`src/sv/edta_pkg.sv`:
```
// Shared types, codes and constants for the echo time distance averager.
// Used by the register block, controller, datapath, top level and checker.
`timescale 1ns / 1ps
`default_nettype none

package edta_pkg;

  // Speed factor: 2248 / 65536 cm per microsecond; the Q8 scale leaves a net shift of 8
  localparam logic [11:0] SPEED_MUL = 12'd2248;

  // Restoring divide: one quotient bit per cycle over the 26-bit sum
  localparam int SUM_W      = 26;
  localparam int DIV_STEPS  = SUM_W;
  localparam int DIV_CNT_W  = $clog2(DIV_STEPS);

  // APB register map
  localparam int CFG_ADDR_W = 4;
  localparam logic [1:0] REG_SAMPLE_COUNT = 2'd0;
  localparam logic [1:0] REG_MIN_DIST     = 2'd1;
  localparam logic [1:0] REG_MAX_DIST     = 2'd2;
  localparam logic [1:0] REG_OFFSET       = 2'd3;

  // Sample status codes
  localparam logic [2:0] ST_OK        = 3'd0;
  localparam logic [2:0] ST_NO_ECHO   = 3'd1;
  localparam logic [2:0] ST_BELOW_MIN = 3'd2;
  localparam logic [2:0] ST_ABOVE_MAX = 3'd3;
  localparam logic [2:0] ST_NOT_POS   = 3'd4;

  typedef struct packed {
    logic        echo_seen;
    logic [14:0] echo_us;
  } in_data_t;

  typedef struct packed {
    logic [17:0] sample_q8;
    logic [2:0]  sample_status;
    logic        average_ready;
    logic [17:0] average_q8;
    logic        all_failed;
  } out_data_t;

  typedef struct packed {
    logic [7:0]         sample_count;
    logic [9:0]         min_distance_cm;
    logic [9:0]         max_distance_cm;
    logic signed [15:0] offset_q8;
  } cfg_t;

  typedef enum logic [2:0] {
    S_IDLE,
    S_MUL,
    S_CHK,
    S_DIV,
    S_LOAD
  } ctrl_state_t;

  // Controller to datapath
  typedef struct packed {
    logic load_in;
    logic mul;
    logic chk;
    logic div_step;
    logic out_load;
  } ctrl_cmd_t;

  // Datapath to controller
  typedef struct packed {
    logic meas_end;
    logic div_skip;
    logic div_last;
  } dp_status_t;

endpackage

`default_nettype wire

```
`src/sv/echo_time_distance_averager.sv`:
```
// Echo time distance averager: each accepted echo sample (seen flag, width in us)
// becomes a Q8 centimetre distance, (width/2)*2248 >> 8, checked against the
// min/max limits and corrected by the offset, and is returned with a status code.
// The last sample of a measurement also carries the truncated mean of its good
// samples, or all_failed. Each sample is captured, multiplied, checked and loaded
// into the output register; the last sample of a measurement, unless all of its
// samples failed, also runs the bit-serial restoring divider between check and
// load. One sample is in flight at a time; the next is accepted while the
// previous result waits in the output register. Depends on edta_pkg, edta_regs, edta_ctrl and edta_dp.
`timescale 1ns / 1ps
`default_nettype none

module echo_time_distance_averager (
  input  wire logic                            clk,
  input  wire logic                            rst_n,
  input  wire logic                            in_valid,
  output logic                                 in_ready,
  input  wire edta_pkg::in_data_t              in_data,
  output logic                                 out_valid,
  input  wire logic                            out_ready,
  output edta_pkg::out_data_t                  out_data,
  input  wire logic                            cfg_psel,
  input  wire logic                            cfg_penable,
  input  wire logic                            cfg_pwrite,
  input  wire logic [edta_pkg::CFG_ADDR_W-1:0] cfg_paddr,
  input  wire logic [31:0]                     cfg_pwdata,
  output logic      [31:0]                     cfg_prdata,
  output logic                                 cfg_pready
);

  edta_pkg::cfg_t       cfg;
  edta_pkg::ctrl_cmd_t  cmd;
  edta_pkg::dp_status_t sts;

  edta_regs u_regs (
    .clk         (clk),
    .rst_n       (rst_n),
    .cfg_psel    (cfg_psel),
    .cfg_penable (cfg_penable),
    .cfg_pwrite  (cfg_pwrite),
    .cfg_paddr   (cfg_paddr),
    .cfg_pwdata  (cfg_pwdata),
    .cfg_prdata  (cfg_prdata),
    .cfg_pready  (cfg_pready),
    .cfg         (cfg)
  );

  edta_ctrl u_ctrl (
    .clk       (clk),
    .rst_n     (rst_n),
    .in_valid  (in_valid),
    .in_ready  (in_ready),
    .out_valid (out_valid),
    .out_ready (out_ready),
    .sts       (sts),
    .cmd       (cmd)
  );

  edta_dp u_dp (
    .clk      (clk),
    .rst_n    (rst_n),
    .in_data  (in_data),
    .cfg      (cfg),
    .cmd      (cmd),
    .sts      (sts),
    .out_data (out_data)
  );

endmodule

`default_nettype wire

```
`src/sv/edta_regs.sv`:
```
// APB configuration registers of the echo time distance averager.
// Depends on edta_pkg for the register map and the cfg_t struct.
`timescale 1ns / 1ps
`default_nettype none

module edta_regs (
  input  wire logic                            clk,
  input  wire logic                            rst_n,
  input  wire logic                            cfg_psel,
  input  wire logic                            cfg_penable,
  input  wire logic                            cfg_pwrite,
  input  wire logic [edta_pkg::CFG_ADDR_W-1:0] cfg_paddr,
  input  wire logic [31:0]                     cfg_pwdata,
  output logic      [31:0]                     cfg_prdata,
  output logic                                 cfg_pready,
  output edta_pkg::cfg_t                       cfg
);

  logic [7:0]  sample_count_r, sample_count_nxt;
  logic [9:0]  min_dist_r, min_dist_nxt;
  logic [9:0]  max_dist_r, max_dist_nxt;
  logic [15:0] offset_r, offset_nxt;
  logic        wr_en;
  logic [1:0]  reg_idx;

  assign cfg_pready = 1'b1;
  assign wr_en      = cfg_psel && cfg_penable && cfg_pwrite;
  assign reg_idx    = cfg_paddr[3:2];

  // Decode the write transaction
  always_comb begin
    sample_count_nxt = sample_count_r;
    min_dist_nxt     = min_dist_r;
    max_dist_nxt     = max_dist_r;
    offset_nxt       = offset_r;
    if (wr_en) begin
      unique case (reg_idx)
        edta_pkg::REG_SAMPLE_COUNT: sample_count_nxt = cfg_pwdata[7:0];
        edta_pkg::REG_MIN_DIST:     min_dist_nxt     = cfg_pwdata[9:0];
        edta_pkg::REG_MAX_DIST:     max_dist_nxt     = cfg_pwdata[9:0];
        edta_pkg::REG_OFFSET:       offset_nxt       = cfg_pwdata[15:0];
        default: ;
      endcase
    end
  end

  always_ff @(posedge clk) begin
    if (!rst_n) begin
      sample_count_r <= 8'd1;
      min_dist_r     <= 10'd20;
      max_dist_r     <= 10'd600;
      offset_r       <= 16'd0;
    end else begin
      sample_count_r <= sample_count_nxt;
      min_dist_r     <= min_dist_nxt;
      max_dist_r     <= max_dist_nxt;
      offset_r       <= offset_nxt;
    end
  end

  // Read back
  always_comb begin
    unique case (reg_idx)
      edta_pkg::REG_SAMPLE_COUNT: cfg_prdata = {24'd0, sample_count_r};
      edta_pkg::REG_MIN_DIST:     cfg_prdata = {22'd0, min_dist_r};
      edta_pkg::REG_MAX_DIST:     cfg_prdata = {22'd0, max_dist_r};
      edta_pkg::REG_OFFSET:       cfg_prdata = {16'd0, offset_r};
      default:                    cfg_prdata = 32'd0;
    endcase
  end

  assign cfg.sample_count    = sample_count_r;
  assign cfg.min_distance_cm = min_dist_r;
  assign cfg.max_distance_cm = max_dist_r;
  assign cfg.offset_q8       = $signed(offset_r);

endmodule

`default_nettype wire

```
`src/sv/edta_ctrl.sv`:
```
// Controller state machine: sequences capture, multiply, check, divide and output load.
// Depends on edta_pkg for the state enum and the command/status structs.
`timescale 1ns / 1ps
`default_nettype none

module edta_ctrl (
  input  wire logic                 clk,
  input  wire logic                 rst_n,
  input  wire logic                 in_valid,
  output logic                      in_ready,
  output logic                      out_valid,
  input  wire logic                 out_ready,
  input  wire edta_pkg::dp_status_t sts,
  output edta_pkg::ctrl_cmd_t       cmd
);

  edta_pkg::ctrl_state_t state_r, state_nxt;
  logic                  out_valid_r, out_valid_nxt;

  always_ff @(posedge clk) begin
    if (!rst_n) begin
      state_r     <= edta_pkg::S_IDLE;
      out_valid_r <= 1'b0;
    end else begin
      state_r     <= state_nxt;
      out_valid_r <= out_valid_nxt;
    end
  end

  // Next state and commands
  always_comb begin
    state_nxt = state_r;
    cmd       = '0;
    in_ready  = 1'b0;
    unique case (state_r)
      edta_pkg::S_IDLE: begin
        in_ready = 1'b1;
        if (in_valid) begin
          cmd.load_in = 1'b1;
          state_nxt   = edta_pkg::S_MUL;
        end
      end
      edta_pkg::S_MUL: begin
        cmd.mul   = 1'b1;
        state_nxt = edta_pkg::S_CHK;
      end
      edta_pkg::S_CHK: begin
        cmd.chk = 1'b1;
        if (sts.meas_end && !sts.div_skip) begin
          state_nxt = edta_pkg::S_DIV;
        end else begin
          state_nxt = edta_pkg::S_LOAD;
        end
      end
      edta_pkg::S_DIV: begin
        cmd.div_step = 1'b1;
        if (sts.div_last) begin
          state_nxt = edta_pkg::S_LOAD;
        end
      end
      edta_pkg::S_LOAD: begin
        // Wait for the output register to free up
        if (!out_valid_r || out_ready) begin
          cmd.out_load = 1'b1;
          state_nxt    = edta_pkg::S_IDLE;
        end
      end
      default: state_nxt = edta_pkg::S_IDLE;
    endcase
  end

  // Hold the result until its transaction completes
  always_comb begin
    if (cmd.out_load) begin
      out_valid_nxt = 1'b1;
    end else if (out_ready) begin
      out_valid_nxt = 1'b0;
    end else begin
      out_valid_nxt = out_valid_r;
    end
  end

  assign out_valid = out_valid_r;

endmodule

`default_nettype wire

```
`src/sv/edta_dp.sv`:
```
// Datapath: width-to-distance multiply, limit and offset checks, accumulators,
// restoring divider and output register. Depends on edta_pkg.
`timescale 1ns / 1ps
`default_nettype none

module edta_dp (
  input  wire logic                 clk,
  input  wire logic                 rst_n,
  input  wire edta_pkg::in_data_t   in_data,
  input  wire edta_pkg::cfg_t       cfg,
  input  wire edta_pkg::ctrl_cmd_t  cmd,
  output edta_pkg::dp_status_t      sts,
  output edta_pkg::out_data_t       out_data
);

  localparam int SW = edta_pkg::SUM_W;
  localparam int CW = edta_pkg::DIV_CNT_W;

  // Input capture and product
  logic                echo_seen_r, echo_seen_nxt;
  logic [13:0]         half_r, half_nxt;
  logic [SW-1:0]       prod_r, prod_nxt;

  // Measurement accumulators
  logic [7:0]          taken_r, taken_nxt;
  logic [7:0]          bad_r, bad_nxt;
  logic [SW-1:0]       sum_r, sum_nxt;

  // Per-sample result
  logic [17:0]         sample_r, sample_nxt;
  logic [2:0]          status_r, status_nxt;
  logic                end_r, end_nxt;
  logic                failed_r, failed_nxt;

  // Divider
  logic [SW-1:0]       quo_r, quo_nxt;
  logic [7:0]          rem_r, rem_nxt;
  logic [8:0]          dvs_r, dvs_nxt;
  logic [CW-1:0]       cnt_r, cnt_nxt;

  edta_pkg::out_data_t out_r, out_nxt;

  // Check signals
  logic [17:0]         raw_q8;
  logic [18:0]         adj;
  logic                adj_pos;
  logic [2:0]          chk_status;
  logic [17:0]         chk_sample;
  logic [7:0]          target;
  logic [7:0]          taken_inc;
  logic [7:0]          bad_inc;
  logic [SW-1:0]       sum_inc;
  logic                meas_end;
  logic [8:0]          taken9;
  logic [8:0]          good;
  logic [8:0]          rem_sh;
  logic                q_bit;

  // Capture the sample and form the product
  always_comb begin
    echo_seen_nxt = cmd.load_in ? in_data.echo_seen : echo_seen_r;
    half_nxt      = cmd.load_in ? in_data.echo_us[14:1] : half_r;
    prod_nxt      = cmd.mul ? (SW'(half_r) * SW'(edta_pkg::SPEED_MUL)) : prod_r;
  end

  // Classify the sample: no echo, below min, above max, distance not positive after the offset
  always_comb begin
    raw_q8  = prod_r[SW-1:8];
    adj     = {1'b0, raw_q8} - {{3{cfg.offset_q8[15]}}, cfg.offset_q8};
    adj_pos = !adj[18] && (adj != 19'd0);
    chk_sample = 18'd0;
    if (!echo_seen_r) begin
      chk_status = edta_pkg::ST_NO_ECHO;
    end else if (raw_q8 < {cfg.min_distance_cm, 8'd0}) begin
      chk_status = edta_pkg::ST_BELOW_MIN;
    end else if (raw_q8 > {cfg.max_distance_cm, 8'd0}) begin
      chk_status = edta_pkg::ST_ABOVE_MAX;
    end else if (cfg.offset_q8 != 16'sd0) begin
      if (adj_pos) begin
        chk_status = edta_pkg::ST_OK;
        chk_sample = adj[17:0];
      end else begin
        chk_status = edta_pkg::ST_NOT_POS;
      end
    end else begin
      chk_status = edta_pkg::ST_OK;
      chk_sample = raw_q8;
    end
  end

  // Advance the accumulators and detect the measurement end
  always_comb begin
    target    = (cfg.sample_count == 8'd0) ? 8'd1 : cfg.sample_count;
    taken_inc = taken_r + 8'd1;
    bad_inc   = (chk_status != edta_pkg::ST_OK) ? bad_r + 8'd1 : bad_r;
    sum_inc   = sum_r + SW'(chk_sample);
    meas_end  = (taken_inc >= target) || (taken_inc == 8'd0);
    taken9    = (taken_inc == 8'd0) ? 9'd256 : {1'b0, taken_inc};
    good      = (taken9 >= {1'b0, bad_inc}) ? taken9 - {1'b0, bad_inc} : 9'd0;
  end

  assign sts.meas_end = meas_end;
  assign sts.div_skip = (good == 9'd0);
  assign sts.div_last = (cnt_r == CW'(edta_pkg::DIV_STEPS - 1));

  // One restoring divide step
  always_comb begin
    rem_sh = {rem_r, quo_r[SW-1]};
    q_bit  = (rem_sh >= dvs_r);
  end

  always_comb begin
    taken_nxt  = taken_r;
    bad_nxt    = bad_r;
    sum_nxt    = sum_r;
    sample_nxt = sample_r;
    status_nxt = status_r;
    end_nxt    = end_r;
    failed_nxt = failed_r;
    quo_nxt    = quo_r;
    rem_nxt    = rem_r;
    dvs_nxt    = dvs_r;
    cnt_nxt    = cnt_r;
    if (cmd.chk) begin
      sample_nxt = chk_sample;
      status_nxt = chk_status;
      end_nxt    = meas_end;
      failed_nxt = meas_end && (good == 9'd0);
      if (meas_end) begin
        // Start the divide and restart the measurement
        quo_nxt   = sum_inc;
        rem_nxt   = 8'd0;
        dvs_nxt   = good;
        cnt_nxt   = '0;
        taken_nxt = 8'd0;
        bad_nxt   = 8'd0;
        sum_nxt   = '0;
      end else begin
        taken_nxt = taken_inc;
        bad_nxt   = bad_inc;
        sum_nxt   = sum_inc;
      end
    end
    if (cmd.div_step) begin
      rem_nxt = q_bit ? 8'(rem_sh - dvs_r) : rem_sh[7:0];
      quo_nxt = {quo_r[SW-2:0], q_bit};
      cnt_nxt = cnt_r + CW'(1);
    end
  end

  // Load the output register
  always_comb begin
    out_nxt = out_r;
    if (cmd.out_load) begin
      out_nxt.sample_q8     = sample_r;
      out_nxt.sample_status = status_r;
      out_nxt.average_ready = end_r;
      out_nxt.average_q8    = (end_r && !failed_r) ? quo_r[17:0] : 18'd0;
      out_nxt.all_failed    = failed_r;
    end
  end

  always_ff @(posedge clk) begin
    if (!rst_n) begin
      taken_r <= 8'd0;
      bad_r   <= 8'd0;
      sum_r   <= '0;
      cnt_r   <= '0;
    end else begin
      taken_r <= taken_nxt;
      bad_r   <= bad_nxt;
      sum_r   <= sum_nxt;
      cnt_r   <= cnt_nxt;
    end
  end

  always_ff @(posedge clk) begin
    echo_seen_r <= echo_seen_nxt;
    half_r      <= half_nxt;
    prod_r      <= prod_nxt;
    sample_r    <= sample_nxt;
    status_r    <= status_nxt;
    end_r       <= end_nxt;
    failed_r    <= failed_nxt;
    quo_r       <= quo_nxt;
    rem_r       <= rem_nxt;
    dvs_r       <= dvs_nxt;
    out_r       <= out_nxt;
  end

  assign out_data = out_r;

endmodule

`default_nettype wire

```
`config.mk`:
```
export PLATFORM = sky130hd
export DESIGN_NAME = echo_time_distance_averager
export DESIGN_NICKNAME = d
export VERILOG_FILES = /design/src/sv/edta_pkg.sv /design/src/sv/echo_time_distance_averager.sv /design/src/sv/edta_regs.sv /design/src/sv/edta_ctrl.sv /design/src/sv/edta_dp.sv
export SDC_FILE = /design/constraint.sdc
export NUM_CORES = 1
export LEC_CHECK = 0
export BUFFER_PORTS_ARGS = -buffer_cell sky130_fd_sc_hd__buf_2
export CAP_MARGIN = 20
export CORE_UTILIZATION = 59
export DETAILED_ROUTE_END_ITERATION = 10
export GPL_TIMING_DRIVEN = 0
export PLACE_DENSITY = 0.79
export SLEW_MARGIN = 20
export SYNTH_ARGS = -nofsm -noshare
export SYNTH_HDL_FRONTEND = slang
export SYNTH_HIERARCHICAL = 1
export SYNTH_SLANG_ARGS = --single-unit
```
`constraint.sdc`:
```
create_clock -name clk -period 12.9 [get_ports clk]
set_clock_uncertainty 0.1 [all_clocks]
set_input_delay 1.935 -clock clk [delete_from_list [all_inputs] [get_ports clk]]
set_output_delay 1.935 -clock clk [all_outputs]
set_load 0.01 [all_outputs]
```
==> impl_metrics.ini, run 1 <==
[placement]
place_congestion = 0.917
dp_slack_ps = 5940
hpwl_mm = 27.5
portBuffers = 98

[finish]
multi_input_area_mm2 = 0.00807
most-common-layout-cells = inv_1 (162), ha_1 (145), edfxtp_1 (140), nand2_1 (134), buf_2 (106)
layout.nets = 1908
syn2layout_area_growth_pct = 12.5
antenna_cells = 0
area.sequential_mm2 = 0.00611
drive_gt1_share_pct = 13.4
fillers = 1971
mostFrequentLayoutCell = inv_1

[clock_network]
post_cts_resized = 0
root_buffer = clkbuf_16
cts_buffers = 26
clk_latency_ps = 540
htreeDepth = 1
clkSinkCount = 235
post_cts_buffers = 0
cts_buffer_depth = 3
cts_hold_buf = 0
cts_tree = done
path_clk_slew_ps = 60

[critical_path]
worstPathRequired_ps = 13230
worstPathArrival_ps = 7370
slowest_delay_ps = 550
r2r_start = u_dp/prod_r[8]$_DFFE_PP_
cp-startpoint = u_dp/prod_r[8]$_DFFE_PP_
start_kind = flop
path_class = flop to flop
cp_slowest_cell = or4b_4
critPathMaxFanout = 10
r2r_end = u_ctrl/state_r[0]$_SDFFE_PN0P_
r2r_setup_slack_ps = 5860
endpoint_kind = flop
r2r_cells = 28

[drt]
drc = 0
dr_total_vias = 11800
ant_nets = 0
drt_iter0_drc = 962
routed_via_density = 5.80
finalWirelength_mm = 36.0
post_drt_wl_per_cell_um = 17.7
first_pass_iters = 7

[synth]
synth_compound_area_share_pct = 13.3
synth_top_family_by_area = adder cells
synthAdderAreaFrac_pct = 15.0
yosysSeqAreaShare_pct = 40.4
synth-async-reset-ratio_pct = 0
synth_edf_count = 140
yosys.cell_types.count = 90
synth_xor_area_share_pct = 4.52
netlist_area_mm2 = 0.0151
avgSynthCellArea_um2 = 9.86
ys_warn_count = 6
synthCells = 1534
muxShareOfSynthArea_pct = 4.89
ys.flop_type = edfxtp_1
synthSimpleGateAreaFrac_pct = 15.0
ys_ff_latch = 235

[global_route]
grt_max_degree = 42
grt_pass1_vias = 11700
overflow = 0
grt_pass1_wl_mm = 57.9
grtUsageTotal_pct = 27.6
antenna_found_initial = 0

[die]
floorplan.initialDensity_pct = 60.0
die_w_um = 162
die_area_mm2 = 0.0263
coreArea_mm2 = 0.0252
fp.dieH_um = 162
rows = 58
ios = 135

[sta]
hold_viol_final = 0
period_share_pct = 54.6
max_freq_ghz = 0.142
slew_viol_final = 0
rsz0062_at_grt = no
worst_slack_ps = 5860
fin_tns_setup_ps = 0
timing.slew.headroom_pct = 23.7
setup-violations-final = 0
fin_crit_ps = 7040
worst_pin_slew_ps = 1140

[power]
powerDensity_mw_per_mm2 = 174
power_leakage_nw = 7.24
irDropWorstVdd_uv = 196

[min_path]
min_to = u_dp/out_data[31]$_DFFE_PP_
hold_path.class = flop to flop
hold_path_depth = 0
hold_start = u_dp/sample_r[8]$_DFFE_PP_

[run]
max_cap_viol_count = 0

[run_status]
outcome = complete, no violations
==> critical path, delay by kind of cell (launching register included) <==
| family | cells | cell delay, ps |
|---|---|---|
| buf+inv | 3 | 440 |
| xor+xnor | 1 | 180 |
| compound gates | 10 | 2260 |
| simple gates | 10 | 2220 |
| flops | 1 | 450 |
| mux | 1 | 390 |
| fa+ha+maj | 3 | 900 |
==> where the power goes <==
group | switching, mW | internal (mW)
logic | 0.718 | 0.487
registers | 0.0710 | 0.937
clock network | 0.305 | 0.445
==> metrics by stage <==
stage                     std cells  power (mW)  utilization (%)  hold slack (ps)  instance area (um2)
after floorplan                1549        1.90                -              300                15200
after global placement         1977        2.16             63.9              302                16100
after detailed placement       1983        2.21             64.1              305                16100
after CTS                      2031        2.96             67.5              312                17000
after global routing           2031        3.15             67.5              326                17000
final                          2031        2.96             67.5              311                17000
==> kinds of logic after synthesis <==
group                    after synthesis
flip-flops                           235
other                                  2
adder cells (fa/ha/maj)              168
AND/OR/NAND/NOR                      444
XOR/XNOR                              78
AO/OA/AOI/OAI                        307
buffers and inverters                237
multiplexers                          63
==> sequential cells by signal (all words and copies together), names as in the netlist, 5 cells and up <==
| name | count |
|---|---|
| u_dp/dvs_r | 9 |
| u_regs/offset_r | 16 |
| u_regs/sample_count_r | 8 |
| u_regs/max_dist_r | 10 |
| u_dp/taken_r | 8 |
| u_dp/sample_r | 18 |
| u_dp/quo_r | 26 |
| u_dp/cnt_r | 5 |
| u_dp/half_r | 14 |
| u_regs/min_dist_r | 10 |
| u_dp/rem_r | 8 |
| u_dp/bad_r | 8 |
| u_dp/prod_r | 18 |
| u_dp/sum_r | 26 |
| u_dp/out_data | 41 |
==> cell usage after synthesis (all sizes together), types with 36 or more instances <==
| cell type | count | share of area (%) |
|---|---|---|
| edfxtp | 140 | 28 |
| nand3 | 52 | 1.7 |
| nor2 | 85 | 2.1 |
| ha | 145 | 12 |
| a21oi | 100 | 3.4 |
| xor2 | 36 | 2.1 |
| o21ai | 66 | 2.2 |
| inv | 164 | 4.1 |
| mux2i | 48 | 3.2 |
| xnor2 | 42 | 2.4 |
| nand2 | 136 | 3.4 |
| dfxtp | 95 | 13 |
==> final cells by class <==
type | count | share of cell area, %
multi-input combinational | 1077 | 47.4
inverter | 167 | 3.69
clock buffer | 35 | 4.15
tap | 330 | 2.43
buffer | 70 | 2.35
timing repair buffer | 104 | 3.14
sequential | 235 | 35.9
clock inverter | 13 | 0.934
==> how the worst max path moves through the flow <==
stage | endpoint | slack, ps | cells after the start
2_1_floorplan | u_ctrl/state_r[0]$_SDFFE_PN0P_ | 6900 | 28
3_3_place_gp | u_ctrl/state_r[0]$_SDFFE_PN0P_ | 6120 | 28
3_5_place_dp | u_ctrl/state_r[0]$_SDFFE_PN0P_ | 5940 | 28
4_1_cts | u_ctrl/state_r[0]$_SDFFE_PN0P_ | 5910 | 28
5_1_grt | u_ctrl/state_r[0]$_SDFFE_PN0P_ | 5370 | 28
6_report | u_ctrl/state_r[0]$_SDFFE_PN0P_ | 5860 | 28
==> metal layers <==
metal | global-route usage [%] | wire length (um) | up-vias
met2 | 48.7 | 17700 | 357
met1 | 35.1 | 15100 | 5648
met5 | 0 | 0 | -
li1 | - | - | 5685
met3 | 3.37 | 2000 | 84
met4 | 9.26 | 1200 | 0
Note: power is estimated with default switching activity, not from simulation.
==> inputs of run 2 (changes only) <==
--- a/config.mk
+++ b/config.mk
@@ -5,12 +5,13 @@
 export SDC_FILE = /design/constraint.sdc
 export NUM_CORES = 1
 export LEC_CHECK = 0
+export ABC_AREA = 1
 export BUFFER_PORTS_ARGS = -buffer_cell sky130_fd_sc_hd__buf_2
 export CAP_MARGIN = 20
-export CORE_UTILIZATION = 59
+export CORE_UTILIZATION = 55
 export DETAILED_ROUTE_END_ITERATION = 10
 export GPL_TIMING_DRIVEN = 0
-export PLACE_DENSITY = 0.79
+export PLACE_DENSITY = 0.77
 export SLEW_MARGIN = 20
 export SYNTH_ARGS = -nofsm -noshare
 export SYNTH_HDL_FRONTEND = slang
==> constraint.sdc (replaced) <==
create_clock -name clk -period 5.85 [get_ports clk]
set_clock_uncertainty 0.1 [all_clocks]
set_input_delay 0.8775 -clock clk [delete_from_list [all_inputs] [get_ports clk]]
set_output_delay 0.8775 -clock clk [all_outputs]
set_load 0.01 [all_outputs]
==> run 2 against run 1 <==
Sequential power grew to 2.6 times the previous value. Via count rose by 10%. Setup slack got worse by 5200 ps. Synthesized area up 2.2%. Core utilization is 3.8 points lower. Clock power is 120% higher. Die area increased by 9.5%. Critical path type unchanged. Largest cell class unchanged. Highest routed layer unchanged.
==> impl_metrics.ini, run 2 <==
[run_status]
outcome = complete, no violations

[clock_network]
cts_buffers = 26
cts_buffer_depth = 3
cts_tree = done
cts_hold_buf = 0
post_cts_resized = 0
root_buffer = clkbuf_16
clkSinkCount = 235
post_cts_buffers = 0
path_clk_slew_ps = 60
clk_latency_ps = 540
htreeDepth = 1

[finish]
final_util_pct = 63.7
area.sequential_mm2 = 0.00611
drive_gt1_share_pct = 11.0
antenna_cells = 0
layout.nets = 2293
mostFrequentLayoutCell = nand2_1
most-common-layout-cells = nand2_1 (461), inv_1 (295), nor2_1 (170), a21oi_1 (145), ha_1 (145)
stdcell_area_mm2 = 0.0174
largest_reg_flops = 41
syn2layout_area_growth_pct = 12.4
multi_input_area_mm2 = 0.00791
fillers = 2331

[synth]
synth.most_common_cell = nand2_1
ys.flop_type = edfxtp_1
synth_top_area_share_pct = 27.2
yosysSeqAreaShare_pct = 39.5
yosys-top-cells-area = edfxtp_1 (27%), dfxtp_1 (12%), ha_1 (12%)
netlist_area_mm2 = 0.0155
synth_edf_count = 140
yosysTopAreaCell = edfxtp_1
ys_ff_latch = 235
synth-async-reset-ratio_pct = 0
ys_warn_count = 6
synthCells = 1924
yosys.cell_types.count = 59
avgSynthCellArea_um2 = 8.03
synth.top_cells.by_count = nand2_1 (461), inv_1 (296), nor2_1 (172), a21oi_1 (145), ha_1 (145)

[min_path]
hold_path.class = flop to flop
hold_path_depth = 0
hold_start = u_dp/sample_r[2]$_DFFE_PP_
min_to = u_dp/out_data[25]$_DFFE_PP_

[drt]
finalWirelength_mm = 36.7
drc = 0
post_drt_wl_per_cell_um = 14.9
drt_iter0_drc = 1044
routed_via_density = 5.29
first_pass_iters = 6
dr_total_vias = 13000
ant_nets = 0

[placement]
portBuffers = 98
place_congestion = 0.913
dpl_cell_area_mm2 = 0.0165
hpwl_mm = 28.6

[critical_path]
critPathMaxFanout = 10
path_class = flop to flop
critPathMostFrequentCell = nand2_1
endpoint_kind = flop
worstPathRequired_ps = 6030
r2r_end = u_dp/quo_r[17]$_DFFE_PP_
start_kind = flop
worstPathArrival_ps = 5400
slowest_delay_ps = 440
cp_slowest_cell = edfxtp_1
r2r_cells = 31
r2r_start = u_dp/prod_r[8]$_DFFE_PP_
r2r_setup_slack_ps = 620

[die]
rows = 60
die_w_um = 170
fp.dieH_um = 170
ios = 135
die_area_mm2 = 0.0288
floorplan.initialDensity_pct = 56.7
coreArea_mm2 = 0.0273

[sta]
timing.slew.headroom_pct = 42.4
max_freq_ghz = 0.191
whs_ps = 318
rsz0062_at_grt = no
fin_tns_setup_ps = 0
setup-violations-final = 0
slew_viol_final = 0
hold_viol_final = 0
worst_pin_slew_ps = 863
fin_crit_ps = 5230
period_share_pct = 89.4

[power]
irDropWorstVdd_uv = 364
power_leakage_nw = 8.15
powerDensity_mw_per_mm2 = 516

[global_route]
grtUsageTotal_pct = 26.0
grt_pass1_vias = 12400
grt_max_degree = 42
grt_pass1_wl_mm = 59.8
antenna_found_initial = 0
overflow = 0

[run]
max_cap_viol_count = 0
run 2: cell types whose count changed after synthesis, moves of 17 or more:
| cell | delta |
|---|---|
| a21oi_1 | +49 |
| inv_1 | +133 |
| clkbuf_1 | -17 |
| xnor2_1 | -21 |
| nor2_1 | +88 |
| a21o_1 | -24 |
| mux2i_1 | -48 |
| nand3_1 | +61 |
| and2_1 | -23 |
| nand2_1 | +327 |
| nor2b_1 | -26 |
run 2: power breakdown:
| part | leakage [nW] | switching, mW | internal, mW |
|---|---|---|---|
| registers | 2.07 | 0.277 | 2.40 |
| clock network | 0.405 | 0.679 | 0.966 |
| logic | 5.68 | 2.94 | 1.71 |
run 2: worst max-delay path by stage:
stage,cells after the start,endpoint,start
final,31,u_dp/quo_r[17]$_DFFE_PP_,u_dp/prod_r[8]$_DFFE_PP_
after global routing,38,u_ctrl/state_r[0]$_SDFFE_PN0P_,u_dp/prod_r[8]$_DFFE_PP_
after CTS,38,u_ctrl/state_r[0]$_SDFFE_PN0P_,u_dp/prod_r[8]$_DFFE_PP_
after detailed placement,38,u_ctrl/state_r[0]$_SDFFE_PN0P_,u_dp/prod_r[8]$_DFFE_PP_
after global placement,38,u_ctrl/state_r[0]$_SDFFE_PN0P_,u_dp/prod_r[8]$_DFFE_PP_
after floorplan,36,u_ctrl/state_r[0]$_SDFFE_PN0P_,u_dp/prod_r[8]$_DFFE_PP_
run 2: area by class of cell:
class / instances / share of cell area, %
Buffer: 57 / 2.01
Clock buffer: 31 / 3.91
Clock inverter: 17 / 1.07
Inverter: 309 / 6.68
Multi-Input combinational cell: 1338 / 45.6
Sequential cell: 235 / 35.2
Tap cell: 372 / 2.68
Timing Repair Buffer: 99 / 2.91
run 2: kinds of logic (layout without fill, tap and decap cells):
kind of cell | after synthesis | count (layout) | synth area share, %
and+or+nand+nor | 843 | 843 | 23.7
AOI/OAI and AO/OA | 245 | 245 | 8.55
DFF | 235 | 235 | 39.5
buffers and inverters | 366 | 513 | 9.76
xor gates and xnor gates | 65 | 65 | 3.68
adders and majority gates | 168 | 168 | 14.7
other | 2 | 17 | 0.0486
run 2: worst max-delay path, delay by kind of cell (launching register included):
kind	cells	cell delay, ps
compound gates	7	1450
xor+xnor	1	110
fa+ha+maj	3	950
buf+inv	4	490
flops	1	440
simple gates	16	1470
run 2: stage by stage:
step	setup slack (ps)	cells	total power, mW
after global routing	20.9	2458	9.80
after detailed placement	596	2410	7.30
final	621	2458	8.97
after CTS	573	2458	8.98
after floorplan	1520	1939	6.15
after global placement	677	2409	7.12
run 2: per-layer routing:
layer | part of all wire (%) | track usage, % | wire, um
met1 | 44 | 33.9 | 16000
met5 | 0 | 0 | 0
met3 | 5.6 | 2.92 | 2070
met2 | 47 | 44.7 | 17300
met4 | 3.5 | 8.89 | 1280
==> inputs of run 3 (changes only) <==
--- a/config.mk
+++ b/config.mk
@@ -11,7 +11,7 @@
 export CORE_UTILIZATION = 55
 export DETAILED_ROUTE_END_ITERATION = 10
 export GPL_TIMING_DRIVEN = 0
-export PLACE_DENSITY = 0.77
+export PLACE_DENSITY = 0.78
 export SLEW_MARGIN = 20
 export SYNTH_ARGS = -nofsm -noshare
 export SYNTH_HDL_FRONTEND = slang
==> run 3 against run 2 <==
Via count increased by 0.15%. Clock-buffer cell count unchanged. Largest cell class unchanged. Non-clock buffer count unchanged. Worst hold slack gained 2.0 ps. Critical path depth decreased by 2.
==> impl_metrics.ini, run 3 (synthesis gave the netlist of run 2 again) <==
[critical_path]
endpoint_kind = flop
worstPathRequired_ps = 6030
cp_slowest_cell = fa_1
critPathBufInv = 5
critPathMostFrequentCell = a21oi_1
slowest_delay_ps = 440
start_kind = flop
critPathMaxFanout = 10
path_class = flop to flop
worstPathArrival_ps = 5460
cp_top_family = compound AO/OA/AOI/OAI gates

[sta]
worst_pin_slew_ps = 840
timing.slew.headroom_pct = 43.9
setup-violations-final = 0
rsz0062_at_grt = no
slew_viol_final = 0
max_freq_ghz = 0.189
fin_crit_ps = 5280
fin_tns_setup_ps = 0
whs_ps = 320
hold_viol_final = 0
period_share_pct = 90.3

[drt]
drc = 0
drt_iter0_drc = 948
post_drt_wl_per_cell_um = 14.9
routed_via_density = 5.30
ant_nets = 0
dr_total_vias = 13000
finalWirelength_mm = 36.6
first_pass_iters = 6

[die]
fp.dieH_um = 170
die_area_mm2 = 0.0288
floorplan.initialDensity_pct = 56.7
die_w_um = 170
coreArea_mm2 = 0.0273
ios = 135
rows = 60

[min_path]
hold_path.class = flop to flop

[power]
powerDensity_mw_per_mm2 = 517
irDropWorstVdd_uv = 354
total_power_mw = 8.96
clkPwrFrac_pct = 18.0
p_comb_share_pct = 52.2
power_leakage_nw = 8.16
p_sw_mw = 3.93
internal_power_mw = 5.03
switching_share_pct = 43.8
pwr-share-seq_pct = 29.8

[global_route]
antenna_found_initial = 1
grtUsageTotal_pct = 25.8
grt_max_degree = 42
grt_pass1_vias = 12500
grt_pass1_wl_mm = 59.4
overflow = 0

[finish]
mostFrequentLayoutCell = nand2_1
layoutNonFillerInstCount = 2456
syn2layout_area_growth_pct = 12.1
fillers = 2343
area.sequential_mm2 = 0.00611
most-common-layout-cells = nand2_1 (461), inv_1 (295), nor2_1 (170), a21oi_1 (145), ha_1 (145)
largest_reg_flops = 41
antenna_cells = 0
layout.nets = 2292
drive_gt1_share_pct = 11.1
multi_input_area_mm2 = 0.00791

[clock_network]
cts_hold_buf = 0
path_clk_slew_ps = 60
cts_tree = done
root_buffer = clkbuf_16
cts_buffers = 25
clkSinkCount = 235
post_cts_buffers = 0
cts_buffer_depth = 3
htreeDepth = 1
clk_latency_ps = 550
post_cts_resized = 0

[placement]
place_congestion = 0.937
placed_cells = 2410
portBuffers = 98
hpwl_mm = 28.6

[run_status]
outcome = complete, no violations

[run]
max_cap_viol_count = 0
-- run 3: final cells by class --
cell class	count	area share (%)
Buffer	57	2.01
Timing Repair Buffer	99	2.90
Sequential cell	235	35.2
Clock buffer	31	3.93
Inverter	309	6.69
Multi-Input combinational cell	1338	45.7
Clock inverter	15	0.881
Tap cell	372	2.69
-- run 3: final timing paths --
check,startpoint,to,slack [ps],cells past startpoint
max,u_dp/prod_r[8]$_DFFE_PP_,u_dp/quo_r[17]$_DFFE_PP_,570,29
min,u_dp/sample_r[12]$_DFFE_PP_,u_dp/out_data[35]$_DFFE_PP_,320,0
max reg2reg,u_dp/prod_r[8]$_DFFE_PP_,u_dp/quo_r[17]$_DFFE_PP_,570,29
min reg2reg,u_dp/sample_r[12]$_DFFE_PP_,u_dp/out_data[35]$_DFFE_PP_,320,0
-- run 3: metrics by stage --
stage | utilization (%) | cell area [um2] | worst slack (ps)
final | 63.6 | 17300 | 570
after CTS | 63.6 | 17300 | 618
after detailed placement | 60.5 | 16500 | 647
after floorplan | - | 15500 | 1520
after global routing | 63.6 | 17300 | 77.4
after global placement | 60.4 | 16500 | 708
-- run 3: power groups by stage --
stage          Sequential [mW]  Clock, mW  Combinational, mW
3_3_place_gp              2.70          0               4.43
6_report                  2.67       1.61               4.68
5_1_grt                   2.70       1.69               5.37
3_5_place_dp              2.70          0               4.61
2_1_floorplan             2.58          0               3.57
4_1_cts                   2.67       1.64               4.66
-- run 3: worst register-to-register path, delay by kind of cell (launching register included) --
family | cells | cell delay, ps
AOI/OAI and AO/OA | 8 | 1670
adders and majority gates | 3 | 970
buffers and inverters | 5 | 560
xor gates and xnor gates | 2 | 210
DFF | 1 | 430
and+or+nand+nor | 11 | 1120
-- run 3: per-layer routing --
metal,up-vias,wire length [um],global-route usage (%)
met5,-,13,0
met4,2,1210,9.24
met3,96,2550,3.24
met2,449,17200,44.4
met1,5955,15700,33.4
li1,6518,-,-
